$ cat src/hdl/bbpc_pkg.sv
// Shared types and constants for the two-beam people counter.
`default_nettype none

package bbpc_pkg;

	// Field widths
	localparam int DIST_W  = 16;
	localparam int TIME_W  = 32;
	localparam int OCC_W   = 16;
	localparam int EVENT_W = 2;
	localparam int CFG_IDX_W  = 8;
	localparam int CFG_DATA_W = 32;

	// Configuration register indexes
	localparam logic [CFG_IDX_W-1:0] REG_THRESHOLD  = 8'd0;
	localparam logic [CFG_IDX_W-1:0] REG_TIMEOUT    = 8'd1;
	localparam logic [CFG_IDX_W-1:0] REG_HEARTBEAT  = 8'd2;
	localparam logic [CFG_IDX_W-1:0] REG_OOR_CODE   = 8'd3;

	// Configuration reset values
	localparam logic [DIST_W-1:0] THRESHOLD_RST = 16'd500;
	localparam logic [TIME_W-1:0] TIMEOUT_RST   = 32'd3000;
	localparam logic [TIME_W-1:0] HEARTBEAT_RST = 32'd60000;
	localparam logic [DIST_W-1:0] OOR_CODE_RST  = 16'd8190;

	// Pass tracker state codes
	localparam logic [1:0] ST_IDLE    = 2'd0;
	localparam logic [1:0] ST_A_FIRST = 2'd1;
	localparam logic [1:0] ST_B_FIRST = 2'd2;

	// Event codes
	localparam logic [EVENT_W-1:0] EV_NONE  = 2'd0;
	localparam logic [EVENT_W-1:0] EV_ENTRY = 2'd1;
	localparam logic [EVENT_W-1:0] EV_EXIT  = 2'd2;

	typedef logic [DIST_W-1:0]  dist_t;
	typedef logic [TIME_W-1:0]  time_t;
	typedef logic [OCC_W-1:0]   occ_t;
	typedef logic [EVENT_W-1:0] event_t;

endpackage

`default_nettype wire

$ cat src/hdl/bbpc_if.sv
// Valid/ready channel interfaces for samples, results and register writes.
`default_nettype none

interface bbpc_sample_if import bbpc_pkg::*; ();
	logic  valid;
	logic  ready;
	dist_t dist_a;
	dist_t dist_b;
	time_t now_ms;

	modport source (output valid, dist_a, dist_b, now_ms, input ready);
	modport sink   (input valid, dist_a, dist_b, now_ms, output ready);
endinterface

interface bbpc_result_if import bbpc_pkg::*; ();
	logic   valid;
	logic   ready;
	occ_t   occupancy;
	event_t event_res;
	logic   report;

	modport source (output valid, occupancy, event_res, report, input ready);
	modport sink   (input valid, occupancy, event_res, report, output ready);
endinterface

interface bbpc_cfg_if import bbpc_pkg::*; ();
	logic                  valid;
	logic                  ready;
	logic [CFG_IDX_W-1:0]  reg_index;
	logic [CFG_DATA_W-1:0] data;

	modport source (output valid, reg_index, data, input ready);
	modport sink   (input valid, reg_index, data, output ready);
endinterface

`default_nettype wire

$ cat src/hdl/bidirectional_beam_people_counter_core.sv
// A sample passes through the input register, then the result register, before its result is valid.
// Throughput: one item per cycle while results are taken; the next tracker state and count are combinational.
// The result register lets a new sample enter while a finished result waits.
// Reset (arst_n low, asynchronous): pass tracker idle, count zero, first result reports,
// configuration registers return to their defaults; cfg writes are always accepted.
`default_nettype none

module bidirectional_beam_people_counter_core import bbpc_pkg::*; #(
	parameter int COUNT_BITS = 16
) (
	input  wire          clk,
	input  wire          arst_n,
	bbpc_cfg_if.sink     cfg,
	bbpc_sample_if.sink  sample,
	bbpc_result_if.source result
);

	typedef logic [COUNT_BITS-1:0] count_t;

	// Configuration registers
	dist_t threshold_q;
	time_t timeout_q;
	time_t heartbeat_q;
	dist_t oor_code_q;

	// Input stage
	logic  valid_s1;
	dist_t dist_a_s1;
	dist_t dist_b_s1;
	time_t now_s1;

	// Tracker state
	logic [1:0] pass_state_q;
	time_t      pass_start_q;
	count_t     count_q;
	occ_t       last_count_q;
	logic       never_reported_q;
	time_t      last_report_time_q;

	// Result register
	logic   res_valid_q;
	occ_t   res_occ_q;
	event_t res_event_q;
	logic   res_report_q;

	// Next-state values
	logic       blocked_a, blocked_b, timed_out, heartbeat_due;
	logic [1:0] pass_state_d;
	time_t      pass_start_d;
	count_t     count_d;
	event_t     event_d;
	occ_t       occ_d;
	logic       report_d;
	logic       advance;

	assign cfg.ready = 1'b1;

	// Register writes; unknown indexes are dropped
	always_ff @(posedge clk or negedge arst_n) begin
		if (!arst_n) begin
			threshold_q <= THRESHOLD_RST;
			timeout_q   <= TIMEOUT_RST;
			heartbeat_q <= HEARTBEAT_RST;
			oor_code_q  <= OOR_CODE_RST;
		end else if (cfg.valid) begin
			case (cfg.reg_index)
				REG_THRESHOLD: threshold_q <= cfg.data[DIST_W-1:0];
				REG_TIMEOUT:   timeout_q   <= cfg.data[TIME_W-1:0];
				REG_HEARTBEAT: heartbeat_q <= cfg.data[TIME_W-1:0];
				REG_OOR_CODE:  oor_code_q  <= cfg.data[DIST_W-1:0];
				default: ;
			endcase
		end
	end

	// Handshake: the input stage moves on when the result register is free
	assign advance      = valid_s1 && (!res_valid_q || result.ready);
	assign sample.ready = !valid_s1 || advance;

	always_ff @(posedge clk or negedge arst_n) begin
		if (!arst_n) begin
			valid_s1 <= 1'b0;
		end else if (sample.ready) begin
			valid_s1 <= sample.valid;
		end
	end

	always_ff @(posedge clk) begin
		if (sample.valid && sample.ready) begin
			dist_a_s1 <= sample.dist_a;
			dist_b_s1 <= sample.dist_b;
			now_s1    <= sample.now_ms;
		end
	end

	// Beam detection and time checks
	assign blocked_a     = (dist_a_s1 < threshold_q) && (dist_a_s1 != oor_code_q);
	assign blocked_b     = (dist_b_s1 < threshold_q) && (dist_b_s1 != oor_code_q);
	assign timed_out     = (now_s1 - pass_start_q) > timeout_q;
	assign heartbeat_due = (now_s1 - last_report_time_q) >= heartbeat_q;

	// Pass tracker; the other beam wins over the timeout
	always_comb begin
		pass_state_d = ST_IDLE;
		pass_start_d = pass_start_q;
		count_d      = count_q;
		event_d      = EV_NONE;
		case (pass_state_q)
			ST_A_FIRST: begin
				if (blocked_b) begin
					if (count_q != '1) count_d = count_q + 1'b1;
					event_d = EV_ENTRY;
				end else if (!timed_out) begin
					pass_state_d = ST_A_FIRST;
				end
			end
			ST_B_FIRST: begin
				if (blocked_a) begin
					if (count_q != '0) count_d = count_q - 1'b1;
					event_d = EV_EXIT;
				end else if (!timed_out) begin
					pass_state_d = ST_B_FIRST;
				end
			end
			default: begin
				if (blocked_a && !blocked_b) begin
					pass_state_d = ST_A_FIRST;
					pass_start_d = now_s1;
				end else if (blocked_b && !blocked_a) begin
					pass_state_d = ST_B_FIRST;
					pass_start_d = now_s1;
				end
			end
		endcase
		occ_d    = OCC_W'(count_d);
		report_d = never_reported_q || (occ_d != last_count_q) || heartbeat_due;
	end

	// State update as the item leaves the input stage
	always_ff @(posedge clk or negedge arst_n) begin
		if (!arst_n) begin
			pass_state_q       <= ST_IDLE;
			pass_start_q       <= '0;
			count_q            <= '0;
			last_count_q       <= '0;
			never_reported_q   <= 1'b1;
			last_report_time_q <= '0;
		end else if (advance) begin
			pass_state_q <= pass_state_d;
			pass_start_q <= pass_start_d;
			count_q      <= count_d;
			if (report_d) begin
				last_count_q       <= occ_d;
				last_report_time_q <= now_s1;
				never_reported_q   <= 1'b0;
			end
		end
	end

	// Result register
	always_ff @(posedge clk or negedge arst_n) begin
		if (!arst_n) begin
			res_valid_q <= 1'b0;
		end else if (advance) begin
			res_valid_q <= 1'b1;
		end else if (result.ready) begin
			res_valid_q <= 1'b0;
		end
	end

	always_ff @(posedge clk) begin
		if (advance) begin
			res_occ_q    <= occ_d;
			res_event_q  <= event_d;
			res_report_q <= report_d;
		end
	end

	assign result.valid     = res_valid_q;
	assign result.occupancy = res_occ_q;
	assign result.event_res = res_event_q;
	assign result.report    = res_report_q;

endmodule

`default_nettype wire

$ cat src/flat_wrapper.sv
// flat-port wrapper written by rule: the top's interface ports become plain ports
module bidirectional_beam_people_counter_core_flat import bbpc_pkg::*;
#(
	parameter int COUNT_BITS = 16
)
  (clk, arst_n, cfg_valid, cfg_reg_index, cfg_data, cfg_ready, sample_valid, sample_dist_a, sample_dist_b, sample_now_ms, sample_ready, result_valid, result_occupancy, result_event_res, result_report, result_ready);
  bbpc_cfg_if cfg_i ();
  bbpc_sample_if sample_i ();
  bbpc_result_if result_i ();
  input  wire clk;
  input  wire arst_n;
  input wire logic [$bits(cfg_i.valid)-1:0] cfg_valid;
  input wire logic [$bits(cfg_i.reg_index)-1:0] cfg_reg_index;
  input wire logic [$bits(cfg_i.data)-1:0] cfg_data;
  output wire logic [$bits(cfg_i.ready)-1:0] cfg_ready;
  input wire logic [$bits(sample_i.valid)-1:0] sample_valid;
  input wire logic [$bits(sample_i.dist_a)-1:0] sample_dist_a;
  input wire logic [$bits(sample_i.dist_b)-1:0] sample_dist_b;
  input wire logic [$bits(sample_i.now_ms)-1:0] sample_now_ms;
  output wire logic [$bits(sample_i.ready)-1:0] sample_ready;
  output wire logic [$bits(result_i.valid)-1:0] result_valid;
  output wire logic [$bits(result_i.occupancy)-1:0] result_occupancy;
  output wire logic [$bits(result_i.event_res)-1:0] result_event_res;
  output wire logic [$bits(result_i.report)-1:0] result_report;
  input wire logic [$bits(result_i.ready)-1:0] result_ready;
  assign cfg_i.valid = cfg_valid;
  assign cfg_i.reg_index = cfg_reg_index;
  assign cfg_i.data = cfg_data;
  assign cfg_ready = cfg_i.ready;
  assign sample_i.valid = sample_valid;
  assign sample_i.dist_a = sample_dist_a;
  assign sample_i.dist_b = sample_dist_b;
  assign sample_i.now_ms = sample_now_ms;
  assign sample_ready = sample_i.ready;
  assign result_valid = result_i.valid;
  assign result_occupancy = result_i.occupancy;
  assign result_event_res = result_i.event_res;
  assign result_report = result_i.report;
  assign result_i.ready = result_ready;
  bidirectional_beam_people_counter_core #(.COUNT_BITS(COUNT_BITS)) u_core (.clk(clk), .arst_n(arst_n), .cfg(cfg_i), .sample(sample_i), .result(result_i));
endmodule
$ cat config.mk
export PLATFORM = sky130hd
export DESIGN_NAME = bidirectional_beam_people_counter_core_flat
export DESIGN_NICKNAME = d
export VERILOG_FILES = /design/src/hdl/bbpc_pkg.sv /design/src/hdl/bbpc_if.sv /design/src/hdl/bidirectional_beam_people_counter_core.sv /design/src/flat_wrapper.sv
export SDC_FILE = /design/constraint.sdc
export NUM_CORES = 1
export LEC_CHECK = 0
export BUFFER_PORTS_ARGS = -buffer_cell sky130_fd_sc_hd__buf_2
export CAP_MARGIN = 20
export CORE_ASPECT_RATIO = 2
export CORE_UTILIZATION = 45
export CTS_BUF_LIST = sky130_fd_sc_hd__clkbuf_4
export CTS_CLUSTER_DIAMETER = 120
export CTS_CLUSTER_SIZE = 24
export DETAILED_ROUTE_END_ITERATION = 16
export MAX_ROUTING_LAYER = met4
export PLACE_DENSITY = 0.67
export SKIP_CTS_REPAIR_TIMING = 1
export SLEW_MARGIN = 20
export SYNTH_ARGS = -nofsm -noshare
export SYNTH_HDL_FRONTEND = slang
export SYNTH_SLANG_ARGS = --single-unit
$ cat constraint.sdc
create_clock -name clk -period 6.9 [get_ports clk]
set_clock_uncertainty 0.2 [all_clocks]
set_input_delay 1.725 -clock clk [delete_from_list [all_inputs] [get_ports clk]]
set_output_delay 1.725 -clock clk [all_outputs]
set_load 0.005 [all_outputs]
After elaboration in Yosys (flattened, before gate mapping) --
Cells that the tools add are included.
Cells by class: add/sub/neg operators 4, $lt $le $gt $ge 4, equality and inequality tests 9, mux-type cells 19, bitwise gates (word level) 1, reduce and logical (&&, ||, !) cells 25
Operator list (number):
- $mux W16 | 4
- $mux W32 | 2
- $sub A32 B32 Y32 | 2
- $ne A16 B16 Y1 | 3
- $ge A32 B32 Y1 | 1
- $gt A32 B32 Y1 | 1
- $lt A16 B16 Y1 | 2
- $pmux W16 S2 | 1
- $add A16 B1 Y16 const B | 1
- $eq A8 B2 Y1 const B | 2
- $ne A16 B16 Y1 const B | 1
- $reduce_bool A16 Y1 | 1
- $sub A16 B1 Y16 const B | 1
- $mux W2 | 6
- $reduce_and A2 Y1 | 5
- $eq A8 B1 Y1 const B | 1
- $logic_not A8 Y1 | 1
- $pmux W2 S2 | 2
- $logic_and A1 B1 Y1 | 6
- $logic_not A1 Y1 | 4
- $logic_or A1 B1 Y1 | 4
- $mux W1 | 4
- $reduce_bool A2 Y1 | 2
- $reduce_and A3 Y1 | 1
- other kinds (4) | 4
Storage, ports and cells: register bits 280, bits of input ports 109, output and inout bits 22, word-level logic and storage cells 80

Longest topological paths before layout --
word-level depth 8, gate-level depth with buffers 27

Worst setup path before layout --
OpenSTA, ideal clock, no wires.
kind register to register, start register u_core.now_s1[0], end register u_core.last_count_q[12], arrival 5333 ps, required time 6575 ps, slack 1242 ps, stages on the path, launching flop included 27, cells stage by stage edfxtp_1 -> inv_1 -> ha_1 -> inv_1 -> fa_1 -> a211oi_1 -> o21bai_1 -> a21oi_1 -> o31ai_1 -> a41oi_1 -> a2111oi_0 -> o31ai_1 -> a21oi_1 -> o21ai_0 -> o21ai_0 -> xor2_1 -> ha_1 -> nand4_1 -> nor2_1 -> a2111oi_0 -> o211ai_1 -> a311oi_1 -> o2111ai_1 -> nor4_4 -> a31oi_4 -> buf_6 -> mux2_4
Between the ends: cells in the longest elaborated chain, start to end 4
RTL lines:
- start: declaration | RTL line bidirectional_beam_people_counter_core.sv:30 | time_t now_s1;
- start signal: assignment | RTL line bidirectional_beam_people_counter_core.sv:92 | now_s1 <= sample.now_ms;
- $sub A32 B32 Y32 | RTL line bidirectional_beam_people_counter_core.sv:100 | assign heartbeat_due = (now_s1 - last_report_time_q) >= heartbeat_q;
- $ge A32 B32 Y1 | RTL line bidirectional_beam_people_counter_core.sv:100
- $logic_or A1 B1 Y1 | RTL line bidirectional_beam_people_counter_core.sv:136 | report_d = never_reported_q || (occ_d != last_count_q) || heartbeat_due;
- $reduce_and A2 Y1 (no source line)
- end signal: assignment | RTL line bidirectional_beam_people_counter_core.sv:145 | last_count_q <= '0;
- end signal: assignment | RTL line bidirectional_beam_people_counter_core.sv:153 | last_count_q <= occ_d;
- end: declaration | RTL line bidirectional_beam_people_counter_core.sv:36 | occ_t last_count_q;
Every way passes these cells. A chain may end at the register's enable or synchronous reset.

Worst setup path after layout --
start register u_core.now_s1[1], end register u_core.pass_state_q[1]
Between the ends: cells in the longest elaborated chain, start to end 5
RTL lines:
- $sub A32 B32 Y32 | RTL line bidirectional_beam_people_counter_core.sv:99 | assign timed_out = (now_s1 - pass_start_q) > timeout_q;
- $gt A32 B32 Y1 | RTL line bidirectional_beam_people_counter_core.sv:99
- $mux W2 | RTL line bidirectional_beam_people_counter_core.sv:121 | end else if (!timed_out) begin
- $mux W2 | RTL line bidirectional_beam_people_counter_core.sv:118 | if (blocked_a) begin
- $pmux W2 S2 | RTL line bidirectional_beam_people_counter_core.sv:108 | case (pass_state_q)
- end signal: assignment | RTL line bidirectional_beam_people_counter_core.sv:149 | pass_state_q <= pass_state_d;
- end: declaration | RTL line bidirectional_beam_people_counter_core.sv:33 | logic [1:0] pass_state_q;
Every way passes these cells.

==> metrics.log <==
[metrics] Routed WL per cell: 20.72 µm
[metrics] Switching Share: 41.55%
[metrics] async set-reset flop share out of synthesis: 70.36%
[metrics] slew at the pin with the worst max-slew slack: 1037 ps
[metrics] status: completed
[metrics] count of input and output buffers: 129
[metrics] number of max-slew violations in the final report: 0
[metrics] Chip Height: 280.8 µm
[metrics] Avg Synthesized Cell Area: 10.58 µm²
[metrics] most area-consuming cells after synthesis: dfrtp_1, edfxtp_1, ha_1
[metrics] area leader, netlist: dfrtp_1
[metrics] most frequent cell after synthesis: inv_1
[metrics] leakage power figure: 8.534 nW
[metrics] maximum level of the CTS H-tree: 1
[metrics] RSZ-0062 raised after global routing: false
[metrics] shortest period the worst path allows: 6495 ps
[metrics] Placer Congestion: 0.9552
[metrics] Yosys warnings: 0
[metrics] global router's overall resource usage: 25.21%
[metrics] sequential group share of total power: 37.9%
[metrics] final cell utilization of the core: 49.64%
[metrics] vias per std cell: 5.648
[metrics] number of nets in the layout: 2048
[metrics] FF+latch count, synth: 280
[metrics] max frequency: 154.0 MHz
[metrics] worst max-slew margin expressed relative to the limit: 30.90%
[metrics] crit path DAT: 6990 ps
[metrics] Combinational Power Share: 50.7%
[metrics] Max clock buf depth: 3
[metrics] Worst EP required: 7390 ps
[metrics] share of the synthesized area in the top cell type: 23.46%
[metrics] post-route non-filler standard cell count: 2298
[metrics] synthesized area: 17490 µm²
[metrics] antenna violations before repair: 1
[metrics] Setup violations, final: 0
[metrics] global-route wire length before repair: 73750 µm
[metrics] internal power: 3.483 mW
[metrics] Hold/Removal Path Class: reg2reg
[metrics] Post-synth EDFFs: 83
[metrics] Worst Setup End Kind: flip-flop
[metrics] library cells used by synthesis: 86
[metrics] master cell of the clock root buffer: clkbuf_4
[metrics] maximum number of pins on one net before global-route repair: 115
[metrics] final hold violation count: 0
[metrics] Final HPWL DP: 36810 µm
[metrics] kind of start point of the critical path: flip-flop
[metrics] share of cells above drive strength 1: 21.66%
[metrics] Net Switching: 2.477 mW
[metrics] Primary FF master, synth: dfrtp_1
[metrics] DR vias: 12.98k
[metrics] Post-Place Cells: 2271
[metrics] Synthesized Nets: 1927
[metrics] Area Overhead vs Synth: 8.312%
[metrics] CTS tree: built
[metrics] Period Utilization, post-route: 94.13%
[metrics] number of nets with antenna violations after routing: 0
[metrics] IO Count: 131
[metrics] initial drt markers: 602
[metrics] reported max-cap violation count: 0
[metrics] DRC Markers: 0
[metrics] sum of routed wire length over all layers: 47620 µm
[metrics] cell count after synthesis: 1653
[metrics] sequential-to-total area share from yosys stat: 42.67%
[metrics] Inserted Clock Buffers: 15
[metrics] total clock sinks: 280
[metrics] Core Box Area: 38160 µm²
[metrics] later-pin clock latency in the skew report: 750 ps
[metrics] Power per Cell Area: 314.6 nW/µm²
[metrics] power share of the clock group: 11.3%
[metrics] number of global-route vias before repair: 13.26k
[metrics] number of optimization iterations in the first detailed-route pass: 5
[metrics] initial core utilization: 45.83%
[metrics] horizontal extent of the die: 141.4 µm
[metrics] highest net fanout along the worst path: 6
[metrics] overall power consumption: 5.960 mW
[metrics] clock edge transition at the registers on the reported setup and hold paths: 260 ps
[metrics] Core Rows: 101
[metrics] Crit Path Category: reg2reg
[metrics] synth cell count leaders: inv_1, dfrtp_1, ha_1, mux2_2, nand2_1
[metrics] total congestion overflow: 0
[metrics] overall die area: 39710 µm²
[metrics] worst ir drop on vdd: 0.1602 mV
layout make-up:
cell class | count | area, µm²
Clock buffer | 24 | 180.2
Antenna cell | 1 | 2.502
Inverter | 178 | 670.6
Fill cell | 3626 | 19220
Clock inverter | 1 | 8.758
Sequential cell | 280 | 7463
Multi-Input combinational cell | 1149 | 9158
Tap cell | 515 | 644.4
Timing Repair Buffer | 150 | 818.3
final timing paths:
kind                                          from                             to  slack (ps)  cells after the start
min reg2reg                u_core.never_reported_q        u_core.never_reported_q         310                      1
min                        u_core.never_reported_q        u_core.never_reported_q         310                      1
min in group asynchronous                   arst_n        u_core.pass_start_q[27]         780                      1
max                               u_core.now_s1[1]         u_core.pass_state_q[1]         410                     22
max reg2reg                       u_core.now_s1[1]         u_core.pass_state_q[1]         410                     22
max in group asynchronous                   arst_n  u_core.last_report_time_q[14]        4400                      2
per-layer routing:
layer  track usage [%]  share of wire (%)
met5                 -                  0
met4             15.74                6.7
met2             47.37                 55
met1             24.73                 36
met3             2.062                2.7
kinds of logic (layout without fill, tap and decap cells):
logic type | count (synthesis) | in the layout | synth area share, %
AO/OA/AOI/OAI | 343 | 343 | 13.19
XOR/XNOR | 98 | 98 | 4.907
adder cells (fa/ha/maj) | 165 | 165 | 11.89
buffers and inverters | 224 | 353 | 5.164
flip-flops | 280 | 280 | 42.67
multiplexers | 156 | 156 | 10.73
other | 1 | 2 | 0.02144
AND/OR/NAND/NOR | 386 | 386 | 11.43
critical path, cell delays in order, from the launching register on:
cell and delay [ps]:
edfxtp_1 580, ha_1 330, nor2b_1 130, o21a_1 180, o21ai_0 260, a21oi_1 160, o41ai_1 700, o21ai_0 480
a21oi_1 330, a21oi_1 170, o41ai_1 640, nor2_1 100, a211o_1 250, ha_1 300, nand4_1 220, nor4_1 430
buf_4 210, nand3_1 70, buf_4 170, nand2_1 70, a31o_2 140, nand4_1 100, a31oi_1 220
state kept, by name, indices dropped and copies added, names as in the netlist:
signal / flops
u_core.heartbeat_q: 32
u_core.last_report_time_q: 32
u_core.now_s1: 32
u_core.pass_start_q: 32
u_core.timeout_q: 32
u_core.count_q: 16
u_core.dist_a_s1: 16
u_core.dist_b_s1: 16
u_core.last_count_q: 16
u_core.oor_code_q: 16
u_core.result.occupancy: 16
u_core.threshold_q: 16
u_core.pass_state_q: 2
u_core.result.event_res: 2
u_core.never_reported_q: 1
u_core.result.report: 1
u_core.result.valid: 1
u_core.valid_s1: 1
cell usage in the layout (no fill, tap or decap), types with 31 or more instances in the layout:
cell type,synthesis,final
nor3_1,32,32
a21o_1,36,36
o21a_1,31,31
xnor2_1,49,49
mux2_4,34,34
nand3_1,33,33
nand2_1,95,95
a21oi_1,81,81
xor2_1,49,49
dfstp_2,33,33
o21ai_0,69,69
mux2_2,116,116
inv_1,173,173
ha_1,163,163
dfrtp_1,164,164
nor2_1,79,79
edfxtp_1,83,83
buf_2,5,128
power by group through the flow:
stage	combinational, mW	sequential (mW)	clock [mW]
3_3_place_gp	2.90	2.28	0
2_1_floorplan	2.21	2.18	0
5_1_grt	3.35	2.30	0.761
4_1_cts	3.02	2.26	0.712
6_report	3.02	2.26	0.674
3_5_place_dp	3.00	2.29	0
metrics by stage:
stage	TNS, ps	instance area, µm²	setup slack, ps	hold WS (ps)
CTS	-3762	18900	-139.3	306.1
floorplan	0	17490	1242	256.3
finish	0	18950	405.2	306.8
detailed placement	-465.7	18720	-29.12	276.8
global route	0	18950	69.21	316.7
global placement	0	18720	300.6	270.7
No activity file was read; power rests on OpenSTA's default activity.
